File: src/rtl/owvm_pkg.sv
// owvm_pkg: shared widths, register codes, force word type and helper functions
// for the omni wheel velocity mixer; no dependencies
// holds the quarter-wave sine table, built at elaboration
package owvm_pkg;

  // field widths
  localparam int SPEED_BITS     = 12;
  localparam int TRIG_FRAC_BITS = 15;
  localparam int ANGLE_BITS     = 10;
  localparam int COEF_W         = 16;
  localparam int VEL_W          = 23;
  localparam int CFG_ADDR_W     = 2;

  // derived widths
  localparam int FORCE_W = SPEED_BITS + 1;
  localparam int TAB_W   = TRIG_FRAC_BITS + 1;
  localparam int TRIG_W  = TRIG_FRAC_BITS + 2;
  localparam int MUL_W   = SPEED_BITS + TRIG_W;
  localparam int PROD_W  = COEF_W + 1 + FORCE_W;
  localparam int SUM_W   = PROD_W + 2;
  localparam int HALF_W  = ANGLE_BITS - 1;

  // angle constants
  localparam logic [HALF_W-1:0]     DEG_90     = HALF_W'(90);
  localparam logic [HALF_W-1:0]     DEG_180    = HALF_W'(180);
  localparam logic [HALF_W-1:0]     DEG_270    = HALF_W'(270);
  localparam logic [ANGLE_BITS-1:0] DEG_360    = ANGLE_BITS'(360);
  localparam int                    TAB_LAST   = 90;
  localparam int                    TAB_IDX_W  = 7;

  // output saturation
  localparam logic signed [SUM_W-1:0] VEL_LIMIT = SUM_W'(2621440);

  // queue
  localparam int QUEUE_DEPTH = 2;
  localparam int QUEUE_PTR_W = $clog2(QUEUE_DEPTH);
  localparam int QUEUE_CNT_W = $clog2(QUEUE_DEPTH + 1);

  // register indexes
  localparam logic [CFG_ADDR_W-1:0] REG_SIDE_X = CFG_ADDR_W'(0);
  localparam logic [CFG_ADDR_W-1:0] REG_SIDE_Y = CFG_ADDR_W'(1);
  localparam logic [CFG_ADDR_W-1:0] REG_REAR_Y = CFG_ADDR_W'(2);
  localparam logic [CFG_ADDR_W-1:0] REG_ROT    = CFG_ADDR_W'(3);

  // register reset values
  localparam logic [COEF_W-1:0] SIDE_X_RST = COEF_W'(3736);
  localparam logic [COEF_W-1:0] SIDE_Y_RST = COEF_W'(2163);
  localparam logic [COEF_W-1:0] REAR_Y_RST = COEF_W'(4260);
  localparam logic [COEF_W-1:0] ROT_RST    = COEF_W'(9241);

  // force word passed from the front end to the back end
  typedef struct packed {
    logic signed [FORCE_W-1:0] fx;
    logic signed [FORCE_W-1:0] fy;
    logic signed [FORCE_W-1:0] fw;
    logic                      stop;
  } force_word_t;

  typedef logic [TAB_W-1:0] sine_tab_t [0:TAB_LAST];

  localparam logic [63:0] PI_Q30 = 64'd3373259426;

  // sin(k deg) in Q30 by a Taylor series, integer only
  function automatic logic [63:0] sin_q30(input int unsigned k);
    logic [63:0] xq;
    logic [63:0] term;
    logic [63:0] sum;
    xq   = (64'(k) * PI_Q30 + 64'd90) / 64'd180;
    term = xq;
    sum  = xq;
    for (int unsigned n = 1; n <= 10; n++) begin
      term = (term * xq) >> 30;
      term = (term * xq) >> 30;
      term = term / 64'((2 * n) * (2 * n + 1));
      if (n[0]) sum = sum - term;
      else      sum = sum + term;
    end
    return sum;
  endfunction

  // quarter-wave table rounded half up to the trig fraction width
  function automatic sine_tab_t build_sine_tab();
    sine_tab_t   tab;
    logic [63:0] s;
    for (int unsigned k = 0; k <= TAB_LAST; k++) begin
      s = sin_q30(k);
      s = (s + (64'd1 << (29 - TRIG_FRAC_BITS))) >> (30 - TRIG_FRAC_BITS);
      tab[k] = s[TAB_W-1:0];
    end
    tab[0]        = '0;
    tab[TAB_LAST] = TAB_W'(64'd1 << TRIG_FRAC_BITS);
    return tab;
  endfunction

  localparam sine_tab_t SINE_TAB = build_sine_tab();

  // signed sine of a whole-degree angle in 0..359 by quadrant symmetry
  function automatic logic signed [TRIG_W-1:0] sin_lookup(input logic [HALF_W-1:0] a);
    logic [HALF_W-1:0]    r;
    logic [HALF_W-1:0]    idx;
    logic                 neg;
    logic                 mir;
    logic [TRIG_W-1:0]    mag;
    if (a >= DEG_270) begin
      r = a - DEG_270; neg = 1'b1; mir = 1'b1;
    end else if (a >= DEG_180) begin
      r = a - DEG_180; neg = 1'b1; mir = 1'b0;
    end else if (a >= DEG_90) begin
      r = a - DEG_90;  neg = 1'b0; mir = 1'b1;
    end else begin
      r = a;           neg = 1'b0; mir = 1'b0;
    end
    idx = mir ? (DEG_90 - r) : r;
    mag = TRIG_W'(SINE_TAB[idx[TAB_IDX_W-1:0]]);
    return neg ? -$signed(mag) : $signed(mag);
  endfunction

  // speed times trig value, scaled down with truncation toward zero
  function automatic logic signed [FORCE_W-1:0] scale_trunc(
    input logic signed [MUL_W-1:0] p
  );
    logic signed [MUL_W-1:0] adj;
    logic signed [MUL_W-1:0] shf;
    adj = p[MUL_W-1] ? (p + MUL_W'((64'd1 << TRIG_FRAC_BITS) - 64'd1)) : p;
    shf = adj >>> TRIG_FRAC_BITS;
    return shf[FORCE_W-1:0];
  endfunction

  // clamp a wheel sum to the velocity limit
  function automatic logic [VEL_W-1:0] sat_vel(input logic signed [SUM_W-1:0] v);
    logic signed [SUM_W-1:0] c;
    if (v > VEL_LIMIT)       c = VEL_LIMIT;
    else if (v < -VEL_LIMIT) c = -VEL_LIMIT;
    else                     c = v;
    return c[VEL_W-1:0];
  endfunction

endpackage

File: src/rtl/owvm_front.sv
// owvm_front: command decode and polar-to-force conversion, two register stages
// depends on owvm_pkg (sine table, truncating scale)
module owvm_front import owvm_pkg::*; (
  input  logic                         clk,
  input  logic                         rst_n,
  input  logic                         in_vld,
  input  logic                         in_func,
  input  logic signed [ANGLE_BITS-1:0] in_angle,
  input  logic signed [SPEED_BITS-1:0] in_speed,
  input  logic signed [SPEED_BITS-1:0] in_rot_speed,
  input  logic signed [SPEED_BITS-1:0] in_cart_x,
  input  logic signed [SPEED_BITS-1:0] in_cart_y,
  output logic                         push_vld,
  output force_word_t                  push_word
);

  // stage one registers
  logic                         f1_vld_r;
  logic                         f1_trig_r, f1_trig_nxt;
  logic signed [SPEED_BITS-1:0] f1_spd_r;
  logic signed [TRIG_W-1:0]     f1_cos_r, f1_cos_nxt;
  logic signed [TRIG_W-1:0]     f1_sin_r, f1_sin_nxt;
  logic signed [FORCE_W-1:0]    f1_fx_r, f1_fx_nxt;
  logic signed [FORCE_W-1:0]    f1_fy_r, f1_fy_nxt;
  logic signed [FORCE_W-1:0]    f1_fw_r, f1_fw_nxt;
  logic                         f1_stop_r, f1_stop_nxt;

  // stage two registers
  logic                         f2_vld_r;
  force_word_t                  f2_word_r, f2_word_nxt;

  logic                         ang_neg;
  logic                         spin;
  logic [HALF_W-1:0]            ang_u;
  logic [ANGLE_BITS-1:0]        cos_sum;
  logic [ANGLE_BITS-1:0]        cos_wrap;
  logic signed [FORCE_W-1:0]    spd_ext;
  logic signed [FORCE_W-1:0]    rot_ext;
  logic signed [FORCE_W-1:0]    cx_ext;
  logic signed [FORCE_W-1:0]    cy_ext;
  logic signed [MUL_W-1:0]      p_cos;
  logic signed [MUL_W-1:0]      p_sin;

  // classify the command and look up the trig values
  always_comb begin
    ang_neg  = in_angle[ANGLE_BITS-1];
    ang_u    = in_angle[HALF_W-1:0];
    spin     = ang_neg || ({1'b0, ang_u} >= DEG_360);
    cos_sum  = {1'b0, ang_u} + {1'b0, DEG_90};
    cos_wrap = (cos_sum >= DEG_360) ? (cos_sum - DEG_360) : cos_sum;
    spd_ext  = FORCE_W'(in_speed);
    rot_ext  = FORCE_W'(in_rot_speed);
    cx_ext   = FORCE_W'(in_cart_x);
    cy_ext   = FORCE_W'(in_cart_y);

    f1_cos_nxt  = sin_lookup(cos_wrap[HALF_W-1:0]);
    f1_sin_nxt  = sin_lookup(ang_u);
    f1_trig_nxt = 1'b0;
    f1_fx_nxt   = '0;
    f1_fy_nxt   = '0;
    f1_fw_nxt   = rot_ext;
    f1_stop_nxt = 1'b0;
    if (in_func) begin
      f1_fx_nxt   = cx_ext;
      f1_fy_nxt   = cy_ext;
      f1_stop_nxt = (in_cart_x == '0) && (in_cart_y == '0) && (in_rot_speed == '0);
    end else if (spin) begin
      f1_fw_nxt = ang_neg ? -spd_ext : spd_ext;
    end else begin
      f1_trig_nxt = 1'b1;
    end
  end

  always_ff @(posedge clk) begin
    if (!rst_n) begin
      f1_vld_r <= 1'b0;
    end else begin
      f1_vld_r <= in_vld;
    end
    f1_trig_r <= f1_trig_nxt;
    f1_spd_r  <= in_speed;
    f1_cos_r  <= f1_cos_nxt;
    f1_sin_r  <= f1_sin_nxt;
    f1_fx_r   <= f1_fx_nxt;
    f1_fy_r   <= f1_fy_nxt;
    f1_fw_r   <= f1_fw_nxt;
    f1_stop_r <= f1_stop_nxt;
  end

  // scale speed by cos and sin, truncate toward zero
  assign p_cos = MUL_W'(f1_spd_r) * MUL_W'(f1_cos_r);
  assign p_sin = MUL_W'(f1_spd_r) * MUL_W'(f1_sin_r);

  always_comb begin
    f2_word_nxt.fx   = f1_trig_r ? scale_trunc(p_cos) : f1_fx_r;
    f2_word_nxt.fy   = f1_trig_r ? scale_trunc(p_sin) : f1_fy_r;
    f2_word_nxt.fw   = f1_fw_r;
    f2_word_nxt.stop = f1_stop_r;
  end

  always_ff @(posedge clk) begin
    if (!rst_n) begin
      f2_vld_r <= 1'b0;
    end else begin
      f2_vld_r <= f1_vld_r;
    end
    f2_word_r <= f2_word_nxt;
  end

  assign push_vld  = f2_vld_r;
  assign push_word = f2_word_r;

endmodule

File: src/rtl/owvm_queue.sv
// owvm_queue: short register queue of force words between front and back end
// depends on owvm_pkg (force_word_t, queue depth)
module owvm_queue import owvm_pkg::*; (
  input  logic        clk,
  input  logic        rst_n,
  input  logic        push_vld,
  input  force_word_t push_word,
  input  logic        pop,
  output logic        not_empty,
  output logic        full,
  output force_word_t head_word
);

  force_word_t              q_r [0:QUEUE_DEPTH-1];
  logic [QUEUE_PTR_W-1:0]   wr_ptr_r, wr_ptr_nxt;
  logic [QUEUE_PTR_W-1:0]   rd_ptr_r, rd_ptr_nxt;
  logic [QUEUE_CNT_W-1:0]   cnt_r, cnt_nxt;
  logic                     do_push;
  logic                     do_pop;

  assign not_empty = (cnt_r != '0);
  assign full      = (cnt_r == QUEUE_CNT_W'(QUEUE_DEPTH));
  assign head_word = q_r[rd_ptr_r];
  assign do_push   = push_vld && !full;
  assign do_pop    = pop && not_empty;

  // pointer and count update
  always_comb begin
    wr_ptr_nxt = wr_ptr_r;
    rd_ptr_nxt = rd_ptr_r;
    cnt_nxt    = cnt_r;
    if (do_push) begin
      wr_ptr_nxt = (wr_ptr_r == QUEUE_PTR_W'(QUEUE_DEPTH - 1)) ? '0 : wr_ptr_r + 1'b1;
    end
    if (do_pop) begin
      rd_ptr_nxt = (rd_ptr_r == QUEUE_PTR_W'(QUEUE_DEPTH - 1)) ? '0 : rd_ptr_r + 1'b1;
    end
    if (do_push && !do_pop)      cnt_nxt = cnt_r + 1'b1;
    else if (do_pop && !do_push) cnt_nxt = cnt_r - 1'b1;
  end

  always_ff @(posedge clk) begin
    if (!rst_n) begin
      wr_ptr_r <= '0;
      rd_ptr_r <= '0;
      cnt_r    <= '0;
    end else begin
      wr_ptr_r <= wr_ptr_nxt;
      rd_ptr_r <= rd_ptr_nxt;
      cnt_r    <= cnt_nxt;
    end
  end

  // entry storage
  always_ff @(posedge clk) begin
    if (do_push) begin
      q_r[wr_ptr_r] <= push_word;
    end
  end

endmodule

File: src/rtl/owvm_back.sv
// owvm_back: coefficient registers, weighted products and saturated wheel sums
// depends on owvm_pkg (register codes, widths, saturation)
module owvm_back import owvm_pkg::*; (
  input  logic                  clk,
  input  logic                  rst_n,
  input  logic                  cfg_we,
  input  logic [CFG_ADDR_W-1:0] cfg_addr,
  input  logic [COEF_W-1:0]     cfg_wdata,
  input  logic                  word_vld,
  input  force_word_t           word,
  output logic                  out_valid,
  output logic [VEL_W-1:0]      out_wheel_a_vel,
  output logic [VEL_W-1:0]      out_wheel_b_vel,
  output logic [VEL_W-1:0]      out_wheel_c_vel,
  output logic                  out_stop_now
);

  logic [COEF_W-1:0]        side_x_r, side_y_r, rear_y_r, rot_r;

  logic                     b1_vld_r;
  logic signed [PROD_W-1:0] p_sx_r, p_sy_r, p_ry_r, p_rot_r;
  logic                     b1_stop_r;

  logic signed [SUM_W-1:0]  sum_a, sum_b, sum_c;

  logic                     out_valid_r;
  logic [VEL_W-1:0]         vel_a_r, vel_b_r, vel_c_r;
  logic                     stop_r;

  // coefficient register writes
  always_ff @(posedge clk) begin
    if (!rst_n) begin
      side_x_r <= SIDE_X_RST;
      side_y_r <= SIDE_Y_RST;
      rear_y_r <= REAR_Y_RST;
      rot_r    <= ROT_RST;
    end else if (cfg_we) begin
      case (cfg_addr)
        REG_SIDE_X: side_x_r <= cfg_wdata;
        REG_SIDE_Y: side_y_r <= cfg_wdata;
        REG_REAR_Y: rear_y_r <= cfg_wdata;
        REG_ROT:    rot_r    <= cfg_wdata;
        default: ;
      endcase
    end
  end

  // weighted products, one multiplier each
  always_ff @(posedge clk) begin
    if (!rst_n) begin
      b1_vld_r <= 1'b0;
    end else begin
      b1_vld_r <= word_vld;
    end
    p_sx_r    <= PROD_W'($signed({1'b0, side_x_r})) * PROD_W'(word.fx);
    p_sy_r    <= PROD_W'($signed({1'b0, side_y_r})) * PROD_W'(word.fy);
    p_ry_r    <= PROD_W'($signed({1'b0, rear_y_r})) * PROD_W'(word.fy);
    p_rot_r   <= PROD_W'($signed({1'b0, rot_r})) * PROD_W'(word.fw);
    b1_stop_r <= word.stop;
  end

  // wheel sums
  always_comb begin
    sum_a = SUM_W'(p_sx_r) + SUM_W'(p_sy_r) + SUM_W'(p_rot_r);
    sum_b = SUM_W'(p_rot_r) - SUM_W'(p_ry_r);
    sum_c = SUM_W'(p_sy_r) - SUM_W'(p_sx_r) + SUM_W'(p_rot_r);
  end

  // saturated output registers, strobe for one cycle
  always_ff @(posedge clk) begin
    if (!rst_n) begin
      out_valid_r <= 1'b0;
    end else begin
      out_valid_r <= b1_vld_r;
    end
    vel_a_r <= sat_vel(sum_a);
    vel_b_r <= sat_vel(sum_b);
    vel_c_r <= sat_vel(sum_c);
    stop_r  <= b1_stop_r;
  end

  assign out_valid       = out_valid_r;
  assign out_wheel_a_vel = vel_a_r;
  assign out_wheel_b_vel = vel_b_r;
  assign out_wheel_c_vel = vel_c_r;
  assign out_stop_now    = stop_r;

endmodule

File: src/rtl/omni_wheel_velocity_mixer.sv
// omni_wheel_velocity_mixer: three-wheel omni drive velocity mixer, top level
// an accepted start passes front stages f1, f2, the queue and back stage b1 to out_valid
// throughput: one word per cycle; the back end drains the queue every cycle, so busy stays low
// reset: synchronous, clears pipeline valids and the queue, loads default coefficients
// depends on owvm_pkg, owvm_front, owvm_queue, owvm_back
module omni_wheel_velocity_mixer import owvm_pkg::*; (
  input  logic                         clk,
  input  logic                         rst_n,
  input  logic                         start,
  output logic                         busy,
  input  logic                         in_func,
  input  logic signed [ANGLE_BITS-1:0] in_angle,
  input  logic signed [SPEED_BITS-1:0] in_speed,
  input  logic signed [SPEED_BITS-1:0] in_rot_speed,
  input  logic signed [SPEED_BITS-1:0] in_cart_x,
  input  logic signed [SPEED_BITS-1:0] in_cart_y,
  output logic                         out_valid,
  output logic signed [VEL_W-1:0]      out_wheel_a_vel,
  output logic signed [VEL_W-1:0]      out_wheel_b_vel,
  output logic signed [VEL_W-1:0]      out_wheel_c_vel,
  output logic                         out_stop_now,
  input  logic                         cfg_we,
  input  logic [CFG_ADDR_W-1:0]        cfg_addr,
  input  logic [COEF_W-1:0]            cfg_wdata
);

  logic        accept;
  logic        push_vld;
  force_word_t push_word;
  logic        q_not_empty;
  logic        q_full;
  force_word_t head_word;

  assign accept = start && !busy;
  assign busy   = q_full;

  // front end: decode and trig
  owvm_front u_front (
    .clk          (clk),
    .rst_n        (rst_n),
    .in_vld       (accept),
    .in_func      (in_func),
    .in_angle     (in_angle),
    .in_speed     (in_speed),
    .in_rot_speed (in_rot_speed),
    .in_cart_x    (in_cart_x),
    .in_cart_y    (in_cart_y),
    .push_vld     (push_vld),
    .push_word    (push_word)
  );

  // queue between the two halves
  owvm_queue u_queue (
    .clk       (clk),
    .rst_n     (rst_n),
    .push_vld  (push_vld),
    .push_word (push_word),
    .pop       (q_not_empty),
    .not_empty (q_not_empty),
    .full      (q_full),
    .head_word (head_word)
  );

  // back end: weighting and saturation
  owvm_back u_back (
    .clk             (clk),
    .rst_n           (rst_n),
    .cfg_we          (cfg_we),
    .cfg_addr        (cfg_addr),
    .cfg_wdata       (cfg_wdata),
    .word_vld        (q_not_empty),
    .word            (head_word),
    .out_valid       (out_valid),
    .out_wheel_a_vel (out_wheel_a_vel),
    .out_wheel_b_vel (out_wheel_b_vel),
    .out_wheel_c_vel (out_wheel_c_vel),
    .out_stop_now    (out_stop_now)
  );

endmodule

File: config.mk
export PLATFORM = sky130hd
export DESIGN_NAME = omni_wheel_velocity_mixer
export DESIGN_NICKNAME = d
export VERILOG_FILES = /design/src/rtl/owvm_pkg.sv /design/src/rtl/owvm_front.sv /design/src/rtl/owvm_queue.sv /design/src/rtl/owvm_back.sv /design/src/rtl/omni_wheel_velocity_mixer.sv
export SDC_FILE = /design/constraint.sdc
export NUM_CORES = 2
export LEC_CHECK = 0
export BUFFER_PORTS_ARGS = -buffer_cell sky130_fd_sc_hd__clkbuf_2
export CAP_MARGIN = 20
export CORE_MARGIN = 1.5
export CORE_UTILIZATION = 35
export CTS_CLUSTER_DIAMETER = 30
export DETAILED_ROUTE_END_ITERATION = 6
export HOLD_SLACK_MARGIN = 0.1
export PLACE_DENSITY_LB_ADDON = 0.25
export SLEW_MARGIN = 40
export SYNTH_ARGS = -nofsm -noshare
export SYNTH_HDL_FRONTEND = slang
export SYNTH_HIERARCHICAL = 1
export SYNTH_SLANG_ARGS = --single-unit
File: constraint.sdc
create_clock -name clk -period 17.18 [get_ports clk]
set_clock_uncertainty 0.15 [all_clocks]
set_input_delay 1.718 -clock clk [delete_from_list [all_inputs] [get_ports clk]]
set_output_delay 1.718 -clock clk [all_outputs]
set_load 0.005 [all_outputs]
======== Word level (Yosys, flattened, before mapping) ========
Memories as Yosys holds them, arrays and structs flattened. A register that Yosys moved wholly into a read port is not among the register bits.
Index checks and enable logic that the tools add are counted.
storage, ports and cells
  output and inout port bits .............. 72
  bits in writable memories ............... 80
  bits in read-only memories .............. 4096
  bits in registers ....................... 388
  memories kept ........................... 3
  bits in latches ......................... 0
  input bits .............................. 81
  logic and storage cells ................. 159
operators by class
  $add $sub $neg .......................... 24
  mux-type cells .......................... 44
  bitwise gates (word level) .............. 2
  order comparisons ....................... 16
  div/mod/pow operators ................... 0
  $mul .................................... 6
  shift operators ......................... 0
  equal/unequal tests ..................... 4
  reductions and logical operators ........ 23
memory list
  memory           depth  bits a word  rd ports  clocked after memory_dff  write ports  line              text
  (no name shown)  128    16           1         0                         0            owvm_pkg.sv:114   mag = TRIG_W'(SINE_TAB[idx[TAB_IDX_W-1:0]]);
  (no name shown)  128    16           1         0                         0            owvm_pkg.sv:114
  u_queue.q_r      2      40           1         1                         1            owvm_queue.sv:14  force_word_t q_r [0:QUEUE_DEPTH-1];
operator list
  operator                                                            number
  multiplier 17 x 13 -> 30 bit                                        4
  two-way mux 16 bit                                                  6
  two-way mux 23 bit                                                  3
  two-way mux 13 bit                                                  5
  adder 31 x 30 -> 32 bit                                             2
  > comparator 32 x 23 -> 1 bit (second input constant)               2
  less-than comparator 32 x 23 -> 1 bit (second input constant)       2
  subtractor 30 x 30 -> 31 bit                                        2
  multiplier 12 x 17 -> 29 bit                                        2
  adder 28 x 15 -> 28 bit (second input constant)                     2
  two-way mux 28 bit                                                  2
  two-way mux 7 bit                                                   8
  zero test 12 bit                                                    3
  negation 16 -> 17 bit                                               2
  adder 30 x 30 -> 31 bit                                             1
  > comparator 31 x 23 -> 1 bit (second input constant)               1
  less-than comparator 31 x 23 -> 1 bit (second input constant)       1
  greater-or-equal comparator 9 bit (second input constant)           3
  greater-or-equal comparator 9 x 7 -> 1 bit (second input constant)  2
  greater-or-equal comparator 9 x 8 -> 1 bit (second input constant)  2
  two-way mux 1 bit                                                   17
  greater-or-equal comparator 8 bit (second input constant)           2
  NOT 7 -> 8 bit                                                      2
  subtractor 7 x 4 -> 7 bit (second input constant)                   2
  other kinds (21)                                                    41

======== Depth between registers and ports, before layout ========
  word-level depth ........................ 15
  gate-level depth with buffers ........... 36
  depth with buffers taken out ............ 31

======== Modules after synthesis ========
The synthesis kept the hierarchy.
modules (own cells, without submodules)
  module                     seq. area each (um^2)  cells an instance  instances  area an instance (um^2)
  owvm_back                  5144.9                 4757               1          41924.0
  owvm_front                 2542.4                 3257               1          26102.5
  owvm_queue                 2502.4                 149                1          3109.2
  omni_wheel_velocity_mixer  0.0                    1                  1          13.8

======== Worst setup path before layout ========
Ideal clock, no wire load.
  path type ............................... input-to-reg
  from .................................... input port in_angle[3]
  to ...................................... register u_front.f1_cos_r[14]
  path buffers ............................ 3
  setup slack ............................. 8.774 ns
  cell stages on the path ................. 32
  arrival time ............................ 8.129 ns
  library setup time ...................... 0.127 ns
  required time ........................... 16.903 ns
  cells stage by stage .................... buf_2 clkinv_1 ha_1 a211o_1 nand2_1 inv_1 ha_1 nand2_1 nor4_1 o21ai_1 a21oi_2 xnor2_1 a31oi_2 nor2_1 xnor2_1 ha_1 clkbuf_1 inv_1 a21oi_1 o21ai_1 o21ai_2 inv_2 buf_2 ha_1 inv_1 nor2_1 a2111oi_0 a311o_1 a31oi_1 nor3b_2 a41oi_1 xor2_1
between the ends
  longest elaborated chain between the ends .. 15
  elaborated cells on any way between the ends .. 26
  those cells by class .................... add/sub (7); order compare (4); mux (13); bitwise (1); memory (1)
ends and longest elaborated chain
  what                                                                             line                              text
  start, declared                                                                  omni_wheel_velocity_mixer.sv:12   input logic signed [ANGLE_BITS-1:0] in_angle,
  adder 9 x 7 -> 10 bit (*)                                                        owvm_front.sv:49                  cos_sum = {1'b0, ang_u} + {1'b0, DEG_90};
  subtractor 9 bit or greater-or-equal comparator 10 x 9 -> 1 bit (tied branches)  owvm_front.sv:50                  cos_wrap = (cos_sum >= DEG_360) ? (cos_sum - DEG_360) : cos_sum;
  two-way mux 9 bit (*)                                                            owvm_front.sv:50
  greater-or-equal comparator 9 x 7 -> 1 bit or subtractor 7 bit (tied branches)   owvm_pkg.sv:108, owvm_pkg.sv:109
  two-way mux 7 bit                                                                owvm_pkg.sv:108                   end else if (a >= DEG_90) begin
  two-way mux 7 bit                                                                owvm_pkg.sv:106                   end else if (a >= DEG_180) begin
  two-way mux 7 bit                                                                owvm_pkg.sv:104                   if (a >= DEG_270) begin
  subtractor 7 bit                                                                 owvm_pkg.sv:113                   idx = mir ? (DEG_90 - r) : r;
  two-way mux 7 bit                                                                owvm_pkg.sv:113
  NOT 7 -> 8 bit (not written as such)                                             owvm_pkg.sv:114
  memory read (128 x 16 bit)                                                       --
  two-way mux 16 bit (not written as such) (2 in a row)                            owvm_pkg.sv:114
  negation 16 -> 17 bit                                                            owvm_pkg.sv:115                   return neg ? -$signed(mag) : $signed(mag);
  two-way mux 16 bit (*)                                                           owvm_pkg.sv:115
  via u_front.f1_cos_nxt[14]                                                       owvm_front.sv:21                  logic signed [TRIG_W-1:0] f1_cos_r, f1_cos_nxt;
  end signal, assigned                                                             owvm_front.sv:82                  f1_cos_r <= f1_cos_nxt;
  end, declared                                                                    owvm_front.sv:21
Mark *: on every way through the listed nets, which the timed path passes. The rest lies on a longest branch. The select of a mux whose other input is x is not followed.
A chain may end at the register's enable or synchronous reset.

======== Worst setup path in the final report ========
Same ends and word-level chain as after synthesis.

==> metrics.yaml <==
critical_path:
  startpoint_type: "primary input"
  critPathCaptureType: "flip-flop"
  cpMostUsedCell: "ha_1"
  slowest_delay_ns: 0.62
  cp_max_fo: 27
  worstPathRequired_ns: 17.59
  cp.arrival_ns: 10.75
  slowest_stage: "o21ai_1"
  critPathKind: "in -> reg"
  reg2regPathDepth: 27
grt:
  grt_max_degree: 74
  grt_pass1_wl_um: 331000
  grt_antenna_before_repair: 8
  grt_overflow: 0
  grt_usage: 0.203
  grt_pass1_vias: 58500
layout:
  nets: 9895
  drive_above_1_share: 0.0701
  syn_to_final_growth_pct: 9.73
  design_area_um2: 78100
  nFillCells: 20500
outcome:
  status: "finished clean"
logic_synthesis:
  yosys_warnings: 6
  yosysTopAreaCell: "fa_1"
  synth_edf_count: 80
  yosysMostFrequentCell: "inv_1"
  synth_compound_area_frac: 0.124
  synth_top_family_by_area: "adder cells"
  avgSynthCellArea_um2: 8.72
  synth-simple-area-share: 0.176
  async_reset_ff_frac: 0
  netlist_area_um2: 71100
  ys_types: 129
  synthTopCellsByCount: "inv_1, fa_1, nand2_1"
  synth_xor_area_frac: 0.0376
  synth_top_area_share: 0.297
  synth_fp_nets: 9956
  yosys-top-cells-area: "fa_1, ha_1, dfxtp_1, inv_1, nand2_1"
  synth_seq_cells: 469
  ys_seq_area_frac: 0.143
  yosys.area_share.adder: 0.412
  synth_mux_area_frac: 0.0123
  synth-main-ff-cell: "dfxtp_1"
  netlist_instances: 8164
timing:
  tns_ns: 0
  worst_pin_slew_ns: 0.906
  period_share: 0.602
  slew_headroom: 0.389
  post-route-min-period_ns: 10.35
  final-setup-viol-count: 0
  hold_viol_final: 0
  fmax_mhz: 96.7
  finalMaxSlewViolations: 0
  rsz0062_at_grt: "false"
  fin_ws_ns: 6.83
place:
  dp_slack_ns: 6.38
  routabilityCongestion: 0.862
  post-dp-hpwl_um: 164000
  place.port_buffers: 152
  placed_area_um2: 74400
clocking:
  max-clock-path-buffers: 3
  hold_buffers: 0
  insertion_delay_ns: 0.70
  post_cts_buffers: 0
  clock-sinks: 469
  cts_buffers: 100
  cts_htree_levels: 3
  cts-root-buf: "clkbuf_16"
  cts_tree: "done"
  clk_pin_slew_ns: 0.05
  cts_resized: 0
floorplan:
  rows: 165
  core_um2: 202000
  dieArea_um2: 206000
  initial_core_util: 0.352
  die_h_um: 454
  ios: 153
  fp.dieW_um: 454
drt:
  via_count: 56000
  wl_per_cell_um: 19.2
  viasPerCell: 5.16
  first_iter_violations: 3368
  ant_nets: 0
  dr.pass1.iters: 6
  wl_um: 209000
  drc: 0
flow_run:
  maxCapViolCount: 0
min_path:
  holdCritPathClass: "reg -> reg"
  whs_path_depth: 0
-- placed cells by master, fill, tap and decap left out, types with 67 or more instances in the layout --
master,synthesis,final
fa_1,1054,1054
inv_1,1384,1384
clkbuf_2,1,152
ha_1,657,657
a21oi_1,328,328
nor3_1,102,101
nand3_1,113,113
o21ai_0,194,192
a21o_1,90,90
nand2b_1,67,67
and2_1,550,550
nor2b_1,111,111
nand2_1,1049,1048
nor2_1,312,310
xor2_1,97,96
xnor2_1,197,195
buf_4,4,70
edfxtp_1,80,80
dfxtp_1,389,388
clkbuf_16,0,104
-- critical path, delay by kind of cell --
kind / cells / cell delay [ns]
AO/OA/AOI/OAI: 12 / 3.73
XOR/XNOR: 2 / 0.39
adder cells (fa/ha/maj): 4 / 1.20
buffers and inverters: 8 / 2.23
AND/OR/NAND/NOR: 6 / 1.46
-- metrics by stage --
step,hold slack (ns),util,cells
6_report,0.175,0.386,10900
3_3_place_gp,0.163,0.368,10700
3_5_place_dp,0.162,0.368,10700
2_1_floorplan,0.160,-,8164
4_1_cts,0.174,0.386,10900
5_1_grt,0.181,0.386,10900
-- logic make-up (layout without fill, tap and decap cells) --
family	count (synthesis)	count (layout)
AO/OA/AOI/OAI	1280	1280
XOR/XNOR	299	299
adder cells (fa/ha/maj)	1711	1711
buffers and inverters	1776	1799
flip-flops	469	469
multiplexers	78	78
other	0	4
AND/OR/NAND/NOR	2551	2551
-- metal layers --
metal / vias to the layer above / wire length [um] / track usage
li1: 26200 / - / -
met1: 28200 / 91600 / 0.261
met2: 1373 / 103000 / 0.356
met3: 325 / 7900 / 0.0204
met4: 4 / 6910 / 0.0659
met5: - / 33 / 0
-- area by class of cell --
cell class                      count  area [um^2]  share of cell area
Clock inverter                     63          925              0.0118
Inverter                         1388         5210              0.0667
Multi-Input combinational cell   5919        54300               0.695
Timing Repair Buffer              225         1350              0.0173
Sequential cell                   469        10200               0.131
Clock buffer                      123         2760              0.0354
Antenna cell                        4         10.0            0.000128
Tap cell                         2672         3340              0.0428
-- sequential cells by signal, summed over array words and instances, names as in the netlist, 12 cells and up, named ones only --
| register | flops |
|---|---|
| u_back/p_rot_r | 30 |
| u_front/f1_sin_r | 17 |
| u_queue/q_r | 80 |
| u_back/out_wheel_b_vel | 23 |
| u_back/side_x_r | 16 |
| u_back/out_wheel_c_vel | 23 |
| u_back/rot_r | 16 |
| u_front/f1_cos_r | 17 |
| u_back/p_sy_r | 30 |
| u_front/f1_spd_r | 12 |
| u_back/side_y_r | 16 |
| u_back/rear_y_r | 16 |
| u_front/f1_fy_r | 12 |
| u_front/f1_fx_r | 12 |
| u_back/p_sx_r | 30 |
| u_back/out_wheel_a_vel | 23 |
| u_front/f1_fw_r | 13 |
| u_back/p_ry_r | 30 |
| u_front/push_word | 40 |
-- final timing paths --
path | start | slack [ns] | to
worst max-delay path | in_angle[3] | 6.83 | u_front/f1_cos_r[14]
worst min-delay path | u_front/f1_stop_r | 0.17 | u_front/push_word[0]
worst max register to register | u_front/f1_spd_r[0] | 8.58 | u_front/push_word[23]
worst min register to register | u_front/f1_stop_r | 0.17 | u_front/push_word[0]
Power is left out: the tool's default activity adds up to more than one toggle a clock period on the data nets, which glitch-free logic cannot reach.
